<file path="src/rtl/core/mexp_pkg.sv">
// Package for the modular exponentiation block.
// Holds the port field width, register index codes, controller state type and multiplier handshake types.
// No dependencies.
`default_nettype none

package mexp_pkg;

   // Width of every payload and configuration field at the ports
   localparam int FIELD_BITS = 32;

   // Configuration register indexes
   localparam int CSR_INDEX_BITS = 1;
   localparam logic [CSR_INDEX_BITS-1:0] CSR_MODULUS  = 1'b0;
   localparam logic [CSR_INDEX_BITS-1:0] CSR_EXPONENT = 1'b1;

   // Sequencer states
   typedef enum logic [1:0] {
      ST_IDLE,
      ST_REDUCE,
      ST_SQUARE,
      ST_MULT
   } mexp_state_type;

   // Handshake between sequencer and the serial multiplier
   typedef struct packed {
      logic start;
   } mexp_mul_req_type;

   typedef struct packed {
      logic done;
   } mexp_mul_rsp_type;

endpackage

`default_nettype wire

</file>
<file path="src/rtl/core/mexp_mul.sv">
// Bit-serial modular multiplier: result = (op_a * op_b) mod modulus.
// Interleaved form, one bit of op_a per cycle, MSB first. Uses mexp_pkg.
// op_b must already be below modulus; modulus zero wraps at WORD_BITS.
`default_nettype none

module mexp_mul #(
   parameter int WORD_BITS = 32
) (
   input  wire logic                        clock,
   input  wire logic                        reset,
   input  wire mexp_pkg::mexp_mul_req_type  req,
   input  wire logic [WORD_BITS-1:0]        op_a,
   input  wire logic [WORD_BITS-1:0]        op_b,
   input  wire logic [WORD_BITS-1:0]        modulus,
   output mexp_pkg::mexp_mul_rsp_type       rsp,
   output logic [WORD_BITS-1:0]             result
);
   import mexp_pkg::*;

   localparam int CNT_BITS = $clog2(WORD_BITS + 1);

   logic                 busy_ff, busy_in;
   logic                 done_ff, done_in;
   logic [CNT_BITS-1:0]  cnt_ff, cnt_in;
   logic [WORD_BITS-1:0] a_ff, a_in;
   logic [WORD_BITS-1:0] b_ff, b_in;
   logic [WORD_BITS-1:0] r_ff, r_in;

   logic [WORD_BITS+1:0] sum_w;
   logic [WORD_BITS+1:0] mod_x1;
   logic [WORD_BITS+1:0] mod_x2;
   logic [WORD_BITS+1:0] red_w;

   // One step: r = 2r + a_bit*b, then bring back below modulus (at most 2m off)
   always_comb begin
      sum_w  = {1'b0, r_ff, 1'b0} + {2'b00, (a_ff[WORD_BITS-1] ? b_ff : '0)};
      mod_x1 = {2'b00, modulus};
      mod_x2 = {1'b0, modulus, 1'b0};
      if (sum_w >= mod_x2) begin
         red_w = sum_w - mod_x2;
      end else if (sum_w >= mod_x1) begin
         red_w = sum_w - mod_x1;
      end else begin
         red_w = sum_w;
      end
   end

   // Operand shift register and step counter
   always_comb begin
      busy_in = busy_ff;
      done_in = 1'b0;
      cnt_in  = cnt_ff;
      a_in    = a_ff;
      b_in    = b_ff;
      r_in    = r_ff;
      if (busy_ff) begin
         r_in   = red_w[WORD_BITS-1:0];
         a_in   = {a_ff[WORD_BITS-2:0], 1'b0};
         cnt_in = cnt_ff - CNT_BITS'(1);
         if (cnt_ff == CNT_BITS'(1)) begin
            busy_in = 1'b0;
            done_in = 1'b1;
         end
      end else if (req.start) begin
         busy_in = 1'b1;
         cnt_in  = CNT_BITS'(WORD_BITS);
         a_in    = op_a;
         b_in    = op_b;
         r_in    = '0;
      end
   end

   always_ff @(posedge clock) begin
      if (reset) begin
         busy_ff <= 1'b0;
         done_ff <= 1'b0;
         cnt_ff  <= '0;
      end else begin
         busy_ff <= busy_in;
         done_ff <= done_in;
         cnt_ff  <= cnt_in;
      end
      a_ff <= a_in;
      b_ff <= b_in;
      r_ff <= r_in;
   end

   assign rsp.done = done_ff;
   assign result   = r_ff;

endmodule

`default_nettype wire

</file>
<file path="src/rtl/core/modular_exponentiation_top.sv">
// Top level of the modular exponentiation block: register file, sequencer.
// Instantiates mexp_mul; uses mexp_pkg.
//
// Channel   Ports                               Transfer
// request   start, busy, req_base               start high while busy low
// result    rsp_valid, rsp_power_mod            rsp_valid high, one cycle
// config    csr_we, csr_index, csr_wdata        csr_we high
//
// Zero exponent: the result appears in the cycle after the transfer.
// Otherwise square-and-multiply over all WORD_BITS exponent bits, MSB first,
// on one bit-serial multiplier: a reduction product, then a square for every
// exponent bit and a multiply for every set bit. The leading product reduces
// base below the modulus. One item at a time.
// Synchronous reset sets modulus and exponent to 1. Results cannot be held off.
`default_nettype none

module modular_exponentiation_top #(
   parameter int WORD_BITS = 32
) (
   input  wire logic                                  clock,
   input  wire logic                                  reset,
   input  wire logic                                  start,
   output logic                                       busy,
   input  wire logic [mexp_pkg::FIELD_BITS-1:0]       req_base,
   output logic                                       rsp_valid,
   output logic [mexp_pkg::FIELD_BITS-1:0]            rsp_power_mod,
   input  wire logic                                  csr_we,
   input  wire logic [mexp_pkg::CSR_INDEX_BITS-1:0]   csr_index,
   input  wire logic [mexp_pkg::FIELD_BITS-1:0]       csr_wdata
);
   import mexp_pkg::*;

   localparam int CNT_BITS = $clog2(WORD_BITS + 1);

   mexp_state_type       state_ff, state_in;
   logic [WORD_BITS-1:0] modulus_ff, modulus_in;
   logic [WORD_BITS-1:0] exponent_ff, exponent_in;
   logic [WORD_BITS-1:0] exp_sr_ff, exp_sr_in;
   logic [CNT_BITS-1:0]  bit_cnt_ff, bit_cnt_in;
   logic [WORD_BITS-1:0] base_ff, base_in;
   logic [WORD_BITS-1:0] acc_ff, acc_in;
   logic                 rsp_valid_ff, rsp_valid_in;
   logic [WORD_BITS-1:0] rsp_data_ff, rsp_data_in;

   mexp_mul_req_type     mul_req;
   mexp_mul_rsp_type     mul_rsp;
   logic [WORD_BITS-1:0] mul_a;
   logic [WORD_BITS-1:0] mul_b;
   logic [WORD_BITS-1:0] mul_res;

   logic                 accept;
   logic                 last_bit;

   assign busy     = (state_ff != ST_IDLE);
   assign accept   = start && !busy;
   assign last_bit = (bit_cnt_ff == CNT_BITS'(1));

   // Configuration writes
   always_comb begin
      modulus_in  = modulus_ff;
      exponent_in = exponent_ff;
      if (csr_we) begin
         unique case (csr_index)
            CSR_MODULUS:  modulus_in  = csr_wdata[WORD_BITS-1:0];
            CSR_EXPONENT: exponent_in = csr_wdata[WORD_BITS-1:0];
            default: ;
         endcase
      end
   end

   // Next state
   always_comb begin
      state_in = state_ff;
      unique case (state_ff)
         ST_IDLE: begin
            if (accept && (exponent_ff != '0)) state_in = ST_REDUCE;
         end
         ST_REDUCE: begin
            if (mul_rsp.done) state_in = ST_SQUARE;
         end
         ST_SQUARE: begin
            if (mul_rsp.done) begin
               if (exp_sr_ff[WORD_BITS-1]) state_in = ST_MULT;
               else if (last_bit)          state_in = ST_IDLE;
            end
         end
         ST_MULT: begin
            if (mul_rsp.done) state_in = last_bit ? ST_IDLE : ST_SQUARE;
         end
         default: state_in = ST_IDLE;
      endcase
   end

   // Datapath control and multiplier launches
   always_comb begin
      exp_sr_in    = exp_sr_ff;
      bit_cnt_in   = bit_cnt_ff;
      base_in      = base_ff;
      acc_in       = acc_ff;
      rsp_valid_in = 1'b0;
      rsp_data_in  = rsp_data_ff;
      mul_req      = '0;
      mul_a        = mul_res;
      mul_b        = mul_res;
      unique case (state_ff)
         ST_IDLE: begin
            mul_a = req_base[WORD_BITS-1:0];
            mul_b = WORD_BITS'(1);
            if (accept) begin
               exp_sr_in  = exponent_ff;
               bit_cnt_in = CNT_BITS'(WORD_BITS);
               acc_in     = (modulus_ff == WORD_BITS'(1)) ? '0 : WORD_BITS'(1);
               if (exponent_ff == '0) begin
                  rsp_valid_in = 1'b1;
                  rsp_data_in  = WORD_BITS'(1);
               end else begin
                  mul_req.start = 1'b1;
               end
            end
         end
         ST_REDUCE: begin
            mul_a = acc_ff;
            mul_b = acc_ff;
            if (mul_rsp.done) begin
               base_in       = mul_res;
               mul_req.start = 1'b1;
            end
         end
         ST_SQUARE: begin
            mul_a = mul_res;
            mul_b = exp_sr_ff[WORD_BITS-1] ? base_ff : mul_res;
            if (mul_rsp.done) begin
               acc_in = mul_res;
               if (exp_sr_ff[WORD_BITS-1]) begin
                  mul_req.start = 1'b1;
               end else if (last_bit) begin
                  rsp_valid_in = 1'b1;
                  rsp_data_in  = mul_res;
               end else begin
                  exp_sr_in     = {exp_sr_ff[WORD_BITS-2:0], 1'b0};
                  bit_cnt_in    = bit_cnt_ff - CNT_BITS'(1);
                  mul_req.start = 1'b1;
               end
            end
         end
         ST_MULT: begin
            if (mul_rsp.done) begin
               acc_in = mul_res;
               if (last_bit) begin
                  rsp_valid_in = 1'b1;
                  rsp_data_in  = mul_res;
               end else begin
                  exp_sr_in     = {exp_sr_ff[WORD_BITS-2:0], 1'b0};
                  bit_cnt_in    = bit_cnt_ff - CNT_BITS'(1);
                  mul_req.start = 1'b1;
               end
            end
         end
         default: ;
      endcase
   end

   always_ff @(posedge clock) begin
      if (reset) begin
         state_ff     <= ST_IDLE;
         modulus_ff   <= WORD_BITS'(1);
         exponent_ff  <= WORD_BITS'(1);
         bit_cnt_ff   <= '0;
         rsp_valid_ff <= 1'b0;
      end else begin
         state_ff     <= state_in;
         modulus_ff   <= modulus_in;
         exponent_ff  <= exponent_in;
         bit_cnt_ff   <= bit_cnt_in;
         rsp_valid_ff <= rsp_valid_in;
      end
      exp_sr_ff   <= exp_sr_in;
      base_ff     <= base_in;
      acc_ff      <= acc_in;
      rsp_data_ff <= rsp_data_in;
   end

   mexp_mul #(
      .WORD_BITS (WORD_BITS)
   ) u_mul (
      .clock   (clock),
      .reset   (reset),
      .req     (mul_req),
      .op_a    (mul_a),
      .op_b    (mul_b),
      .modulus (modulus_ff),
      .rsp     (mul_rsp),
      .result  (mul_res)
   );

   assign rsp_valid     = rsp_valid_ff;
   assign rsp_power_mod = FIELD_BITS'(rsp_data_ff);

endmodule

`default_nettype wire
</file>
<file path="config.mk">
export PLATFORM = sky130hd
export DESIGN_NAME = modular_exponentiation_top
export DESIGN_NICKNAME = d
export VERILOG_FILES = /design/src/rtl/core/mexp_pkg.sv /design/src/rtl/core/mexp_mul.sv /design/src/rtl/core/modular_exponentiation_top.sv
export SDC_FILE = /design/constraint.sdc
export NUM_CORES = 1
export LEC_CHECK = 0
export ABC_CLOCK_PERIOD_IN_PS = 6400
export BUFFER_PORTS_ARGS = -buffer_cell sky130_fd_sc_hd__buf_4
export CAP_MARGIN = 20
export CORE_MARGIN = 5
export CORE_UTILIZATION = 40
export DETAILED_ROUTE_END_ITERATION = 10
export PLACE_DENSITY = 0.6
export SLEW_MARGIN = 20
export SYNTH_ARGS = -nofsm -noshare
export SYNTH_HDL_FRONTEND = slang
export SYNTH_HIERARCHICAL = 1
export SYNTH_SLANG_ARGS = --single-unit
</file>
<file path="constraint.sdc">
create_clock -name clock -period 6.4 [get_ports clock]
set_input_delay 1.28 -clock clock [delete_from_list [all_inputs] [get_ports clock]]
set_output_delay 1.28 -clock clock [all_outputs]
set_load 0.02 [all_outputs]
</file>
# Word level (Yosys, flattened, before mapping)
# Cells that the tools add are included.
[word_totals] reg_bits=305 elab_cells=128
[op_classes] add_sub_neg=5 order_cmp=2 n_eq_ne=17 muxes=63 bitwise_logic=2 n_reduce_logical=22
[ops] cell="2-to-1 mux 32 bit" count=22
[ops] cell="one-hot mux 32 bit (3 select lines)" count=3
[ops] cell="one-hot mux 32 bit (2 select lines)" count=2
[ops] cell="subtractor 32 bit" count=2
[ops] cell="2-to-1 mux 6 bit" count=7
[ops] cell="adder 33 x 32 -> 34 bit" count=1
[ops] cell="greater-or-equal comparator 34 x 32 -> 1 bit" count=1
[ops] cell="greater-or-equal comparator 34 x 33 -> 1 bit" count=1
[ops] cell="equality test 32 x 1 -> 1 bit (second input constant)" count=1
[ops] cell="logical NOT 32 bit" count=1
[ops] cell="nonzero test 32 bit" count=1
[ops] cell="2-to-1 mux 1 bit" count=18
[ops] cell="one-hot mux 6 bit (3 select lines)" count=1
[ops] cell="AND reduction 5 bit" count=3
[ops] cell="2-to-1 mux 2 bit" count=7
[ops] cell="equality test 6 x 1 -> 1 bit (second input constant)" count=2
[ops] cell="inequality test 2 bit (second input constant)" count=6
[ops] cell="subtractor 6 x 1 -> 6 bit (second input constant)" count=2
[ops] cell="inequality test 2 x 1 -> 1 bit (second input constant)" count=4
[ops] cell="one-hot mux 2 bit (4 select lines)" count=1
[ops] cell="AND reduction 2 bit" count=4
[ops] cell="AND reduction 7 bit" count=1
[ops] cell="AND reduction 6 bit" count=1
[ops] cell="nonzero test 2 bit" count=3
[ops] cell="other kinds (12)" count=16

# Depth between registers and ports, before layout
[depth] word_depth=7 mapped_depth=26 mapped_depth_nobuf=23

# By module
# Netlist, hierarchy kept.
[modules_own_cells] module="mexp_mul" instances=1 cells_each=1075 area_each_um2=9506.6
[modules_own_cells] module="modular_exponentiation_top" instances=1 cells_each=902 area_each_um2=9151.3

# Worst setup path before layout
# Ideal clock, no wire load.
[synth_path] path_kind="flip-flop to flip-flop" start="register u_mul.a_ff[31]" end="register u_mul.r_ff[14], in the netlist u_mul/result[14], data pin" arrival_ns=4.676 setup_slack_ns=1.470 path_stages_with_launch=25 cell_sequence="edfxtp_1 > clkbuf_1 > and2_1 > ha_1 > inv_1 > fa_1 > nand2b_1 > a21o_1 > a21oi_2 > a31oi_1 > a211oi_1 > xor2_1 > ha_1 > a21o_1 > a21oi_1 > nor2_1 > o41ai_1 > o211ai_1 > o21ai_0 > o211ai_1 > nor2_1 > buf_2 > clkbuf_1 > nor2_1 > o21a_1"
[synth_via] elab_chain_len=6
[synth_rtl] item="start: declaration" line="mexp_mul.sv:25" rtl="logic [WORD_BITS-1:0] a_ff, a_in;"
[synth_rtl] item="start signal: assignment" line="mexp_mul.sv:83" rtl="a_ff <= a_in;"
[synth_rtl] item="2-to-1 mux 32 bit *" line="mexp_mul.sv:36" rtl="sum_w = {1'b0, r_ff, 1'b0} + {2'b00, (a_ff[WORD_BITS-1] ? b_ff : '0)};"
[synth_rtl] item="adder 33 x 32 -> 34 bit *" line="mexp_mul.sv:36"
[synth_rtl] item="subtractor 32 bit or greater-or-equal comparator 34 x 32 -> 1 bit (tied branches)" line="mexp_mul.sv:42, mexp_mul.sv:41"
[synth_rtl] item="2-to-1 mux 32 bit" line="mexp_mul.sv:41" rtl="end else if (sum_w >= mod_x1) begin"
[synth_rtl] item="2-to-1 mux 32 bit *" line="mexp_mul.sv:39" rtl="if (sum_w >= mod_x2) begin"
[synth_rtl] item="2-to-1 mux 32 bit *" line="mexp_mul.sv:56" rtl="if (busy_ff) begin"
[synth_rtl] item="end signal: assignment" line="mexp_mul.sv:85" rtl="r_ff <= r_in;"
[synth_rtl] item="end: declaration" line="mexp_mul.sv:27" rtl="logic [WORD_BITS-1:0] r_ff, r_in;"
# Mark *: on every way between the ends. The rest lies on a longest branch, timed or not.
# A chain may end at the register's enable or synchronous reset.

# Worst setup path in the final report
[layout_path] start="register u_mul.a_ff[31]" end="register u_mul.r_ff[12], in the netlist u_mul/result[12], data pin"
# Same word-level chain as after synthesis.

==> impl_metrics.env <==
export IMPL_status="completed"
export IMPL_power_density_nw_per_um2=496.7
export IMPL_hold_depth=2
export IMPL_nNetsFinal=2205
export IMPL_hold_path_endpoint="modulus_ff[14]"
export IMPL_placementRows=79
export IMPL_crit_fanout=13
export IMPL_total_power_mw=10.48
export IMPL_via_per_inst=5.751
export IMPL_syn_inst=1977
export IMPL_drv_slew=0
export IMPL_start_kind="flip-flop"
export IMPL_grt_pass1_vias=14900
export IMPL_vdd_drop_max_mv=0.2717
export IMPL_cts_tree="built"
export IMPL_crit_chain="and2_1 -> ha_1 -> inv_1 -> fa_1 -> nand2b_1 -> a21o_1 -> a21oi_2 -> a31oi_1 -> a211oi_1 -> xor2_1 -> ha_1 -> a21o_1 -> a21oi_1 -> nor2_1 -> o41ai_1 -> o211ai_1 -> o21ai_0 -> o211ai_1 -> or2_1 -> and3_1 -> a2111oi_1"
export IMPL_finClkSkew_ns=0.01946
export IMPL_maxSlewHeadroom_pct=38.48
export IMPL_io_pins=103
export IMPL_worstSetupStartpoint="u_mul/a_ff[31]"
export IMPL_die_area_um2=51060
export IMPL_drive_gt1_share_pct=10.33
export IMPL_finalSetupTns_ns=0
export IMPL_setup_ws_ns=0.3793
export IMPL_reg2reg_depth=21
export IMPL_fin_crit_ns=6.021
export IMPL_layout_commonest_cell="nand2_1"
export IMPL_worst_slew_pin_slew_ns=0.9208
export IMPL_grt_pass1_wl_um=84090
export IMPL_antenna_found_initial=0
export IMPL_dieHeight_um=226.0
export IMPL_syn_area_per_cell_um2=9.437
export IMPL_cp_end_kind="flip-flop"
export IMPL_htree_levels=2
export IMPL_vias=15340
export IMPL_worst_path_max_delay_cell="edfxtp_1"
export IMPL_area_growth_synth_to_final_pct=13.11
export IMPL_drtIter0Drc=1230
export IMPL_finalCritPeriodShare_pct=94.07
export IMPL_timing_fmax_mhz=166.1
export IMPL_cts_sinks=305
export IMPL_crit_type="flip-flop to flip-flop"
export IMPL_wire_per_inst_um=20.14
export IMPL_rsz0062_at_grt="false"
export IMPL_reg2reg_to="u_mul/result[12]"
export IMPL_start_util_pct=40.25
export IMPL_pre_cts_ws_ns=0.3211
export IMPL_seq_area_frac_synth_pct=44.69
export IMPL_async_reset_ff_share_pct=0
export IMPL_synth_edf_count=223
export IMPL_fin_hold_ws_ns=0.4709
export IMPL_grt_max_degree=95
export IMPL_num_antenna_cells=0
export IMPL_synthesis_area_um2=18660
export IMPL_yosysWarnings=6
export IMPL_arrival_ns=6.35
export IMPL_leakage_nw=8.471
export IMPL_r2r_slack_ns=0.38
export IMPL_cts_repair_resized=0
export IMPL_drt_pass1_iter_count=5
export IMPL_fp_coreArea_um2=46360
export IMPL_clkLatencyLatePin_ns=0.54
export IMPL_clockBufferDepth=3
export IMPL_finalHoldViolations=0
export IMPL_final_cell_mix="nand2_1 (317), edfxtp_1 (223), a21oi_1 (193)"
export IMPL_synth_main_ff_cell="edfxtp_1"
export IMPL_r2r_start="u_mul/a_ff[31]"
export IMPL_synth_distinct_cells=82
export IMPL_ys_ff_latch=305
export IMPL_synthesis_nets=2148
export IMPL_slowest_delay_ns=0.54
export IMPL_netlist_top_cells_area="edfxtp_1 (36%), dfxtp_1 (8.8%), ha_1 (6.6%)"
export IMPL_gp_congestion=0.9155
export IMPL_synth_area_leader_cell="edfxtp_1"
export IMPL_grt_util_all_layers_pct=20.54
export IMPL_maxCapViolCount=0
export IMPL_synth_top_area_share_pct=35.89
export IMPL_min_from="modulus_ff[14]"
export IMPL_min_path_type="flip-flop to flip-flop"
export IMPL_io_buffers=102
export IMPL_wirelength_um=53740
export IMPL_drc=0
export IMPL_report_final_setup_viol=0
export IMPL_cts_buffers=36
export IMPL_required_ns=6.73
export IMPL_path_clk_slew_ns=0.06
export IMPL_hpwl_um=39600
export IMPL_cts_root_buffer="clkbuf_16"
export IMPL_overflow=0
export IMPL_ant_nets=0
export IMPL_fp_dieW_um=226.0
worst max-delay path, delay by kind of cell, from the launching register on:
kind	cells	cell delay (ns)
xor gates and xnor gates	1	0.40
buffers and inverters	1	0.06
and+or+nand+nor	5	1.12
AOI/OAI and AO/OA	11	2.73
DFF	1	0.54
adders and majority gates	3	0.95
kinds of logic (layout without fill, tap and decap cells):
group / Yosys count / after routing / share of synthesized area (%)
muxes: 42 / 42 / 2.253
AOI/OAI and AO/OA: 643 / 643 / 23.30
DFF: 305 / 305 / 44.69
xor gates and xnor gates: 76 / 76 / 3.568
and+or+nand+nor: 607 / 607 / 14.93
buffers and inverters: 202 / 286 / 4.292
adders and majority gates: 102 / 102 / 6.961
cell type report:
type,count,area [um2]
clock buffer,41,940.9
clock inverter,24,178.9
fill,4496,25250
inverter,93,355.3
multi-input combinational,1470,9552
sequential,305,8347
tap,607,759.5
timing repair buffer,128,970.9
cell usage after synthesis, types with 4 or more instances:
cell       number
nand2_1       318
edfxtp_1      223
a21oi_1       194
a22o_1        123
ha_1           99
inv_1          92
o21ai_0        91
nor2_1         86
dfxtp_1        82
clkbuf_1       79
a21o_1         66
xnor2_1        51
mux2i_1        42
and2_1         36
nand3_1        29
xor2_1         25
buf_2          24
a211oi_1       23
a31oi_1        23
o21a_1         23
nor3_1         22
nor4_1         20
nand4_1        19
nand2b_1       16
o211ai_1       16
nor2b_1        13
and3_1         12
a311oi_1        9
o21bai_1        9
o31ai_1         7
or4_1           6
buf_1           5
nand3b_1        5
or3_1           5
a211o_1         4
a21boi_0        4
o2111ai_1       4
or2_2           4
power by group:
| group | internal [mW] | switching, mW |
|---|---|---|
| sequential | 2.42 | 0.282 |
| combinational | 2.24 | 3.56 |
| clock | 1.14 | 0.831 |
| total | 5.81 | 4.68 |
per-layer routing:
| layer | part of all wire, % | vias up | wire, um | global-route usage (%) |
|---|---|---|---|---|
| li1 | - | 7416 | - | - |
| met2 | 45 | 419 | 24100 | 32.39 |
| met4 | 1.7 | 0 | 908 | 4.393 |
| met5 | 0 | - | 0 | 0 |
| met3 | 5.1 | 67 | 2761 | 3.185 |
| met1 | 48 | 7442 | 25970 | 30.08 |
per-stage QoR:
stage	cell area, um2	utilization [%]	cells
2_1_floorplan	18660	-	1977
3_3_place_gp	19970	43.08	2602
3_5_place_dp	19980	43.09	2602
4_1_cts	21100	45.51	2667
5_1_grt	21100	45.52	2668
6_report	21100	45.52	2668
repair_timing:
action / 4_1_cts / 5_1_grt
endpoints found under the setup margin: 0 / 3
setup buffers: 0 / 1
hold buffers: 0 / 0
worst max path at each step:
| stage | end | slack (ns) | depth (start not counted) |
|---|---|---|---|
| 6_report | u_mul/result[12] | 0.38 | 21 |
| 5_1_grt | u_mul/result[12] | 0.02 | 21 |
| 4_1_cts | u_mul/result[12] | 0.29 | 21 |
| 3_5_place_dp | u_mul/result[12] | 0.32 | 21 |
| 3_3_place_gp | u_mul/result[12] | 0.51 | 21 |
| 2_1_floorplan | u_mul/result[14] | 1.47 | 24 |
Note: power is estimated with default switching activity, not from simulation.
